[src/sv/ssfa_pkg.sv]
package ssfa_pkg;

  localparam int FRAC_BITS     = 16;
  localparam int MAX_SHEET_DIM = 64;

  localparam int SHEET_W = 7;
  localparam int DIM_W   = $clog2(MAX_SHEET_DIM + 1);
  localparam int IDX_W   = $clog2(MAX_SHEET_DIM);
  localparam int FRAME_W = $clog2(MAX_SHEET_DIM * MAX_SHEET_DIM);
  localparam int RC_W    = FRAME_W + 1;
  localparam int DUR_W   = 24;
  localparam int DELTA_W = 24;
  localparam int TIME_W  = RC_W + DUR_W;
  localparam int UV_W    = 16;
  localparam int EXT_W   = UV_W + 1;
  localparam int DIV_W   = TIME_W;
  localparam int CNT_W   = $clog2(DIV_W + 1);
  localparam int CFG_W   = 24;
  localparam int CFG_IDX_W = 2;

  localparam logic [CFG_IDX_W-1:0] REG_ROWS    = CFG_IDX_W'(0);
  localparam logic [CFG_IDX_W-1:0] REG_COLUMNS = CFG_IDX_W'(1);
  localparam logic [CFG_IDX_W-1:0] REG_FRAME   = CFG_IDX_W'(2);
  localparam logic [CFG_IDX_W-1:0] REG_LOOP    = CFG_IDX_W'(3);

  localparam logic [DUR_W-1:0] DUR_ONE = DUR_W'(1) << FRAC_BITS;

  typedef struct packed {
    logic             start;
    logic [DIV_W-1:0] dividend;
    logic [DIV_W-1:0] divisor;
    logic [CNT_W-1:0] steps;
  } div_req_t;

  typedef struct packed {
    logic             done;
    logic [DIV_W-1:0] quotient;
    logic [DIV_W-1:0] remainder;
  } div_rsp_t;

  function automatic logic [DIM_W-1:0] clamp_dim(input logic [SHEET_W-1:0] v);
    logic [DIM_W-1:0] r;
    if (v == '0) begin
      r = DIM_W'(1);
    end else if (int'(v) > MAX_SHEET_DIM) begin
      r = DIM_W'(MAX_SHEET_DIM);
    end else begin
      r = DIM_W'(v);
    end
    return r;
  endfunction

endpackage

[src/sv/ssfa_div.sv]
// Restoring divider, one quotient bit per cycle. The caller guarantees
// dividend >> steps < divisor, so steps bits of quotient suffice.
module ssfa_div (
  input  logic               clk,
  input  logic               rst,
  input  ssfa_pkg::div_req_t req,
  output ssfa_pkg::div_rsp_t rsp
);

  logic [ssfa_pkg::CNT_W-1:0] cnt;
  logic [ssfa_pkg::DIV_W-1:0] rem;
  logic [ssfa_pkg::DIV_W-1:0] quo;
  logic [ssfa_pkg::DIV_W-1:0] dsr;
  logic                       done;

  logic [ssfa_pkg::DIV_W:0] shifted;
  logic [ssfa_pkg::DIV_W:0] diff;
  logic                     fits;

  assign shifted = {rem, quo[ssfa_pkg::DIV_W-1]};
  assign fits    = shifted >= {1'b0, dsr};
  assign diff    = shifted - {1'b0, dsr};

  always_ff @(posedge clk) begin
    if (rst) begin
      cnt  <= '0;
      done <= 1'b0;
    end else begin
      done <= (cnt == ssfa_pkg::CNT_W'(1));
      if (req.start) begin
        cnt <= req.steps;
      end else if (cnt != '0) begin
        cnt <= cnt - ssfa_pkg::CNT_W'(1);
      end
    end
  end

  always_ff @(posedge clk) begin
    if (req.start) begin
      rem <= req.dividend >> req.steps;
      quo <= req.dividend << (ssfa_pkg::CNT_W'(ssfa_pkg::DIV_W) - req.steps);
      dsr <= req.divisor;
    end else if (cnt != '0) begin
      rem <= fits ? diff[ssfa_pkg::DIV_W-1:0] : shifted[ssfa_pkg::DIV_W-1:0];
      quo <= {quo[ssfa_pkg::DIV_W-2:0], fits};
    end
  end

  assign rsp.done      = done;
  assign rsp.quotient  = quo;
  assign rsp.remainder = rem;

  a_rem_below_divisor: assert property (@(posedge clk) disable iff (rst)
    done |-> rem < dsr) else $error("divider remainder not below divisor");

  a_start_when_free: assert property (@(posedge clk) disable iff (rst)
    req.start |-> cnt == '0) else $error("divider started while busy");

  a_done_after_last: assert property (@(posedge clk) disable iff (rst)
    done |-> $past(cnt) == ssfa_pkg::CNT_W'(1)) else $error("divider done out of turn");

endmodule

[src/sv/sprite_sheet_frame_animator_unit.sv]
// A tick steps through S_MUL, S_END and S_CHECK, then S_MOD when the time point wraps, the
// divisions S_FRAME to S_VEXT and S_OUT; a tick that ends a non-looping animation returns to idle from S_CHECK.
// A new tick is taken only in S_IDLE, once the last one has left S_OUT; the shared
// 1-bit-per-cycle divider runs six or seven divisions per item.
// Reset (rst, synchronous): sheet 1x1, frame length 1.0 s, looping off, time point 0.
module sprite_sheet_frame_animator_unit (
  input  logic                             clk,
  input  logic                             rst,
  input  logic                             tick_valid,
  output logic                             tick_ready,
  input  logic [ssfa_pkg::DELTA_W-1:0]     delta_time,
  output logic                             result_valid,
  input  logic                             result_ready,
  output logic [ssfa_pkg::FRAME_W-1:0]     frame_index,
  output logic [ssfa_pkg::IDX_W-1:0]       frame_column,
  output logic [ssfa_pkg::IDX_W-1:0]       frame_row,
  output logic [ssfa_pkg::UV_W-1:0]        u_origin,
  output logic [ssfa_pkg::UV_W-1:0]        v_origin,
  output logic [ssfa_pkg::EXT_W-1:0]       u_extent,
  output logic [ssfa_pkg::EXT_W-1:0]       v_extent,
  input  logic                             cfg_write,
  input  logic [ssfa_pkg::CFG_IDX_W-1:0]   cfg_index,
  input  logic [ssfa_pkg::CFG_W-1:0]       cfg_data
);

  typedef enum logic [11:0] {
    S_IDLE  = 12'b0000_0000_0001,
    S_MUL   = 12'b0000_0000_0010,
    S_END   = 12'b0000_0000_0100,
    S_CHECK = 12'b0000_0000_1000,
    S_MOD   = 12'b0000_0001_0000,
    S_FRAME = 12'b0000_0010_0000,
    S_SPLIT = 12'b0000_0100_0000,
    S_UORG  = 12'b0000_1000_0000,
    S_VORG  = 12'b0001_0000_0000,
    S_UEXT  = 12'b0010_0000_0000,
    S_VEXT  = 12'b0100_0000_0000,
    S_OUT   = 12'b1000_0000_0000
  } state_t;

  state_t state;
  logic   issued;

  logic [ssfa_pkg::SHEET_W-1:0] sheet_rows;
  logic [ssfa_pkg::SHEET_W-1:0] sheet_columns;
  logic [ssfa_pkg::DUR_W-1:0]   frame_length;
  logic                         loop_enable;

  logic [ssfa_pkg::DELTA_W-1:0] delta;
  logic [ssfa_pkg::DIM_W-1:0]   rows;
  logic [ssfa_pkg::DIM_W-1:0]   cols;
  logic [ssfa_pkg::DUR_W-1:0]   dur;
  logic [ssfa_pkg::RC_W-1:0]    rc;
  logic [ssfa_pkg::TIME_W-1:0]  end_time;
  logic [ssfa_pkg::TIME_W-1:0]  time_point;
  logic [ssfa_pkg::FRAME_W-1:0] frame;
  logic [ssfa_pkg::IDX_W-1:0]   col;
  logic [ssfa_pkg::IDX_W-1:0]   row;
  logic [ssfa_pkg::UV_W-1:0]    u_org;
  logic [ssfa_pkg::UV_W-1:0]    v_org;
  logic [ssfa_pkg::EXT_W-1:0]   u_ext;
  logic [ssfa_pkg::EXT_W-1:0]   v_ext;

  logic [2*ssfa_pkg::DIM_W-1:0]             rc_prod;
  logic [ssfa_pkg::RC_W+ssfa_pkg::DUR_W-1:0] end_prod;
  logic [ssfa_pkg::TIME_W-1:0]              raw;
  logic                                     div_state;

  ssfa_pkg::div_req_t div_req;
  ssfa_pkg::div_rsp_t div_rsp;

  assign rc_prod  = rows * cols;
  assign end_prod = rc * dur;
  assign raw      = time_point + ssfa_pkg::TIME_W'(delta);
  assign tick_ready = (state == S_IDLE);

  assign div_state = (state == S_MOD) || (state == S_FRAME) || (state == S_SPLIT) ||
                     (state == S_UORG) || (state == S_VORG) || (state == S_UEXT) ||
                     (state == S_VEXT);

  always_comb begin
    div_req.start    = div_state && !issued;
    div_req.dividend = '0;
    div_req.divisor  = '0;
    div_req.steps    = '0;
    case (state)
      S_MOD: begin
        div_req.dividend = raw;
        div_req.divisor  = end_time;
        div_req.steps    = ssfa_pkg::CNT_W'(ssfa_pkg::DIV_W);
      end
      S_FRAME: begin
        div_req.dividend = time_point;
        div_req.divisor  = ssfa_pkg::DIV_W'(dur);
        div_req.steps    = ssfa_pkg::CNT_W'(ssfa_pkg::FRAME_W);
      end
      S_SPLIT: begin
        div_req.dividend = ssfa_pkg::DIV_W'(frame);
        div_req.divisor  = ssfa_pkg::DIV_W'(cols);
        div_req.steps    = ssfa_pkg::CNT_W'(ssfa_pkg::DIM_W);
      end
      S_UORG: begin
        div_req.dividend = ssfa_pkg::DIV_W'(col) << ssfa_pkg::UV_W;
        div_req.divisor  = ssfa_pkg::DIV_W'(cols);
        div_req.steps    = ssfa_pkg::CNT_W'(ssfa_pkg::UV_W);
      end
      S_VORG: begin
        div_req.dividend = ssfa_pkg::DIV_W'(row) << ssfa_pkg::UV_W;
        div_req.divisor  = ssfa_pkg::DIV_W'(rows);
        div_req.steps    = ssfa_pkg::CNT_W'(ssfa_pkg::UV_W);
      end
      S_UEXT: begin
        div_req.dividend = ssfa_pkg::DIV_W'(1) << ssfa_pkg::UV_W;
        div_req.divisor  = ssfa_pkg::DIV_W'(cols);
        div_req.steps    = ssfa_pkg::CNT_W'(ssfa_pkg::EXT_W);
      end
      S_VEXT: begin
        div_req.dividend = ssfa_pkg::DIV_W'(1) << ssfa_pkg::UV_W;
        div_req.divisor  = ssfa_pkg::DIV_W'(rows);
        div_req.steps    = ssfa_pkg::CNT_W'(ssfa_pkg::EXT_W);
      end
      default: begin
        div_req.start = 1'b0;
      end
    endcase
  end

  ssfa_div u_div (
    .clk (clk),
    .rst (rst),
    .req (div_req),
    .rsp (div_rsp)
  );

  always_ff @(posedge clk) begin
    if (rst) begin
      sheet_rows    <= ssfa_pkg::SHEET_W'(1);
      sheet_columns <= ssfa_pkg::SHEET_W'(1);
      frame_length  <= ssfa_pkg::DUR_ONE;
      loop_enable   <= 1'b0;
    end else if (cfg_write) begin
      case (cfg_index)
        ssfa_pkg::REG_ROWS:    sheet_rows    <= cfg_data[ssfa_pkg::SHEET_W-1:0];
        ssfa_pkg::REG_COLUMNS: sheet_columns <= cfg_data[ssfa_pkg::SHEET_W-1:0];
        ssfa_pkg::REG_FRAME:   frame_length  <= cfg_data[ssfa_pkg::DUR_W-1:0];
        ssfa_pkg::REG_LOOP:    loop_enable   <= cfg_data[0];
        default: ;
      endcase
    end
  end

  always_ff @(posedge clk) begin
    if (rst) begin
      state        <= S_IDLE;
      issued       <= 1'b0;
      time_point   <= '0;
      result_valid <= 1'b0;
    end else begin
      if (state == S_OUT && (!result_valid || result_ready)) begin
        result_valid <= 1'b1;
      end else if (result_ready) begin
        result_valid <= 1'b0;
      end
      if (div_req.start) begin
        issued <= 1'b1;
      end
      if (div_rsp.done) begin
        issued <= 1'b0;
      end
      case (state)
        S_IDLE: begin
          if (tick_valid) begin
            state <= S_MUL;
          end
        end
        S_MUL: state <= S_END;
        S_END: state <= S_CHECK;
        S_CHECK: begin
          if (raw >= end_time) begin
            state <= loop_enable ? S_MOD : S_IDLE;
          end else begin
            time_point <= raw;
            state      <= S_FRAME;
          end
        end
        S_MOD: begin
          if (div_rsp.done) begin
            time_point <= div_rsp.remainder;
            state      <= S_FRAME;
          end
        end
        S_FRAME: if (div_rsp.done) state <= S_SPLIT;
        S_SPLIT: if (div_rsp.done) state <= S_UORG;
        S_UORG:  if (div_rsp.done) state <= S_VORG;
        S_VORG:  if (div_rsp.done) state <= S_UEXT;
        S_UEXT:  if (div_rsp.done) state <= S_VEXT;
        S_VEXT:  if (div_rsp.done) state <= S_OUT;
        S_OUT: begin
          if (!result_valid || result_ready) begin
            state <= S_IDLE;
          end
        end
        default: state <= S_IDLE;
      endcase
    end
  end

  always_ff @(posedge clk) begin
    if (state == S_IDLE && tick_valid) begin
      delta <= delta_time;
      rows  <= ssfa_pkg::clamp_dim(sheet_rows);
      cols  <= ssfa_pkg::clamp_dim(sheet_columns);
      dur   <= (frame_length == '0) ? ssfa_pkg::DUR_ONE : frame_length;
    end
    if (state == S_MUL) begin
      rc <= rc_prod[ssfa_pkg::RC_W-1:0];
    end
    if (state == S_END) begin
      end_time <= end_prod;
    end
    if (div_rsp.done) begin
      case (state)
        S_FRAME: frame <= div_rsp.quotient[ssfa_pkg::FRAME_W-1:0];
        S_SPLIT: begin
          col <= div_rsp.remainder[ssfa_pkg::IDX_W-1:0];
          row <= div_rsp.quotient[ssfa_pkg::IDX_W-1:0];
        end
        S_UORG: u_org <= div_rsp.quotient[ssfa_pkg::UV_W-1:0];
        S_VORG: v_org <= div_rsp.quotient[ssfa_pkg::UV_W-1:0];
        S_UEXT: u_ext <= div_rsp.quotient[ssfa_pkg::EXT_W-1:0];
        S_VEXT: v_ext <= div_rsp.quotient[ssfa_pkg::EXT_W-1:0];
        default: ;
      endcase
    end
    if (state == S_OUT && (!result_valid || result_ready)) begin
      frame_index  <= frame;
      frame_column <= col;
      frame_row    <= row;
      u_origin     <= u_org;
      v_origin     <= v_org;
      u_extent     <= u_ext;
      v_extent     <= v_ext;
    end
  end

  a_time_in_range: assert property (@(posedge clk) disable iff (rst)
    (state == S_FRAME) |-> time_point < end_time) else $error("time point past end");

  a_result_from_out: assert property (@(posedge clk) disable iff (rst)
    $rose(result_valid) |-> $past(state == S_OUT)) else $error("result raised outside output step");

  a_busy_after_accept: assert property (@(posedge clk) disable iff (rst)
    (tick_valid && tick_ready) |=> !tick_ready) else $error("ready while item in work");

endmodule

[config.mk]
export PLATFORM = sky130hd
export DESIGN_NAME = sprite_sheet_frame_animator_unit
export DESIGN_NICKNAME = d
export VERILOG_FILES = /design/src/sv/ssfa_pkg.sv /design/src/sv/ssfa_div.sv /design/src/sv/sprite_sheet_frame_animator_unit.sv
export SDC_FILE = /design/constraint.sdc
export NUM_CORES = 2
export LEC_CHECK = 0
export BUFFER_PORTS_ARGS = -buffer_cell sky130_fd_sc_hd__clkbuf_2
export CAP_MARGIN = 20
export CORE_UTILIZATION = 40
export DETAILED_ROUTE_END_ITERATION = 8
export PLACE_DENSITY_LB_ADDON = 0.1
export SLEW_MARGIN = 40
export SYNTH_ARGS = -nofsm -noshare
export SYNTH_HDL_FRONTEND = slang
export SYNTH_SLANG_ARGS = --single-unit
[constraint.sdc]
create_clock -name clk -period 12.65 [get_ports clk]
set_input_delay 1.265 -clock clk [delete_from_list [all_inputs] [get_ports clk]]
set_output_delay 1.265 -clock clk [all_outputs]
set_load 0.01 [all_outputs]
==> results.md <==
* Sequential share of the synthesized area at approximately two fifths
* Die Y at 302 um
* Placed Area at between 30,000 and 40,000 um2
* Commonest non-fill, non-tap cell in the layout: nand2_1
* Post-CTS setup buffers at 0
* Status: finished, violations left
* Slew @ Worst Pin at about 0.96 ns
* TritonCTS sink count at 500
* Cts hold-fix bufs at 0
* Post-CTS resize count at 0
* Launching point of the worst reg2reg path: rc[3]
* First-pass GRT wire length at ~170,000 um
* Main synth FF type: edfxtp_1
* Vias in the first global route at 26,200
* Cell area after layout at roughly 40,000 um2
* Setup WS pre-CTS at between 6 and 7 ns
* Endpoints failing setup at 0
* Critical Path End Type: flop
* Area growth syn-to-layout at 10.9%
* Initial antenna violation count at 3
* Post-synth ARST share at 0%
* Most frequent cells in the layout: 536 x nand2_1, 425 x inv_1, 403 x edfxtp_1
* # port buffers at between 100 and 150
* Nets at around 4,200
* Overall routing resource usage at between 20% and 30%
* RSZ-0062 raised after global routing: false
* Initial Util at about two fifths
* Die width at roughly 300 um
* WP data arrival at approximately 6.6 ns
* Post-synth cell types at 94
* Clk slew on worst S/H paths at approximately 0.06 ns
* Fin. max-slew vios at 0
* Internal power at around 0.005 W
* Max_cap viols at 0
* Max Fanout on Critical Path at 24
* Mean Syn Cell Area at ~10 um2
* Setup crit start kind: flop
* Vias per cell at between 5 and 6
* Number of synthesized flops with an enable pin at ~400
* Critical path type: reg2reg
* HPWL after detailed placement at ~85,000 um
* # fillers at approximately 8,600
* Part of the power in registers at around 30%
* Switching pwr at approximately 0.0032 W
* Switching share of power at around 39%
* F_max at roughly 0.16 GHz
* PD cells at just over 200 nW/um2
* Clock Skews at 0.0279 ns
* Pwr Total at 0.00811 W
* Fin crit share at around half
* Routability cong. at around 0.9
* Diodes inserted at 0
* Synthesized area at between 30,000 and 40,000 um2
* #FFs+latches synth at 500
* Failing checks: DRC
* Post-route minimum period at 6.20 ns
* Syn Inst Count at roughly 3,600
* Logic gate share of total power at between 40% and 50%
* Iteration-0 DRC Markers at a little over 2,000
* Die area at slightly above 90,000 um2
* DRT antenna net count at 0
* Worst Hold Class: reg2reg
* Cell row count at around 110
* First-pass DRT Iterations at 9
* Clk pwr share at between 20% and 30%
* Max Buffers Root-to-Sink at 3
* Setup WS post-layout at about 6.4 ns
* H-tree level count at 2
* Hold Vio Cnt, Final at 0
* Largest vdd supply drop at slightly above 0.2 mV
* Slew headroom at between 30% and 40%
* GRT overflow at 0
* Yosys warnings at 0
* Worst Path Required at 13.06 ns
* Final Util at approximately 45%
* Total Neg Setup Slack at 0 ns
* I/O pins at between 100 and 150
* Routed wire length at ~110,000 um
* Worst setup startpoint: rc[3]
* Static leakage at about 17 nW
* DRC at 5
* Root buffer cell: clkbuf_16
* Syn_nets at about 4,200
* CTS tree: yes
* Clock Latency Late Sink at 0.67 ns
* CTS Buf Count at 57
* HP Start: v_ext[4]
* Largest net degree at the start of global routing at 76
* Share of cells above drive strength 1 at 9.16%
* Core Region at between 80,000 and 90,000 um2
* Routed wire length per instance at approximately 23 um
* Vias post-DR at between 20,000 and 30,000
==> cell type report <==
cell class              instances  area, um2  share of cell area, %
multi-input cells            2507      19600                   49.2
flip-flops and latches        500      14000                   35.2
inverters                     429       1610                   4.04
clock buffers                  65       1500                   3.75
well taps                    1165       1460                   3.66
repair buffers                180       1070                   2.70
clock inverters                43        582                   1.46
==> Yosys cell counts (10+ instances only) <==
| cell | count | area [um2] |
|---|---|---|
| or3_1 | 13 | 81.3 |
| a22oi_1 | 12 | 90.1 |
| o21ai_0 | 135 | 676 |
| nor3_1 | 37 | 185 |
| nor2_1 | 206 | 773 |
| fa_1 | 267 | 5350 |
| nand2b_1 | 17 | 106 |
| mux2i_1 | 37 | 370 |
| o211ai_1 | 35 | 263 |
| nand4_1 | 26 | 163 |
| edfxtp_1 | 403 | 12100 |
| or2_2 | 14 | 87.6 |
| xor2_1 | 37 | 324 |
| a22o_1 | 16 | 140 |
| nor2b_1 | 37 | 231 |
| a311oi_1 | 18 | 158 |
| buf_1 | 12 | 45.0 |
| a211oi_1 | 32 | 240 |
| clkbuf_1 | 147 | 552 |
| nand2_1 | 536 | 2010 |
| xnor2_1 | 75 | 657 |
| a21oi_1 | 208 | 1040 |
| a21o_1 | 49 | 368 |
| and3_1 | 16 | 100 |
| a221oi_1 | 13 | 114 |
| a222oi_1 | 10 | 100 |
| o22ai_1 | 16 | 100 |
| a31oi_1 | 16 | 100 |
| nor4_1 | 16 | 100 |
| o21bai_1 | 13 | 97.6 |
| o31ai_1 | 11 | 82.6 |
| and2_1 | 158 | 988 |
| o21a_1 | 23 | 173 |
| inv_1 | 427 | 1600 |
| nand3_1 | 39 | 195 |
| o21ai_1 | 27 | 135 |
| dfxtp_1 | 97 | 1940 |
| buf_2 | 34 | 170 |
| ha_1 | 213 | 2670 |
==> worst paths after layout <==
kind         slack [ns]  cells past startpoint      endpoint
max                6.45                     19  end_time[33]
min                0.41                      0   v_extent[4]
max reg2reg        6.45                     19  end_time[33]
min reg2reg        0.41                      0   v_extent[4]
==> metrics by stage <==
stage                     hold slack, ns  cells
final                              0.408   4889
after global routing               0.415   4889
after global placement             0.401   4767
after detailed placement           0.405   4779
after floorplan                    0.400   3630
after CTS                          0.406   4887
==> flip-flops by register name, indices dropped and copies added (netlist names), 24 cells and up <==
| name | cells |
|---|---|
| time_point | 37 |
| end_time | 37 |
| dur | 24 |
| u_div.rem | 37 |
| u_div.quo | 37 |
| u_div.dsr | 37 |
| delta | 24 |
| frame_length | 24 |
==> per-layer routing <==
metal / track usage, % / wire length, um / share of wire (%)
met5: 0 / 0 / 0
met4: 5.40 / 1950 / 1.7
met3: 2.89 / 6180 / 5.5
met2: 39.0 / 51100 / 46
met1: 36.4 / 52400 / 47
==> cell families (layout without fill, tap and decap cells) <==
kind of cell               after synthesis  count (layout)  synth area share [%]
AOI/OAI and AO/OA                      713             713                  12.9
xor gates and xnor gates               114             114                  2.82
adders and majority gates              480             480                  22.3
buffers and inverters                  623             717                  6.65
DFF                                    500             500                  39.1
muxes                                   42              42                  1.22
and+or+nand+nor                       1158            1158                  15.1
==> worst max-delay path, stage by stage, from the launching register on <==
cell and delay (ns):
edfxtp_1 0.86, nand2_1 0.17, fa_1 0.57, inv_1 0.05
fa_1 0.59, fa_1 0.44, fa_1 0.49, inv_1 0.06
fa_1 0.53, inv_1 0.04, ha_1 0.37, a21o_1 0.22
a21o_1 0.18, a21o_1 0.19, a31o_2 0.24, a31oi_1 0.27
a31oi_1 0.21, a21o_1 0.21, a21oi_1 0.17, xnor2_1 0.08
==> power by group through the flow <==
stage / combinational [W] / sequential (W) / clock (W)
detailed placement: 0.00376 / 0.00253 / 0
global route: 0.00427 / 0.00252 / 0.00194
CTS: 0.00378 / 0.00250 / 0.00188
floorplan: 0.00289 / 0.00237 / 0
finish: 0.00377 / 0.00250 / 0.00184
global placement: 0.00373 / 0.00255 / 0
Note: power is estimated with default switching activity, not from simulation.
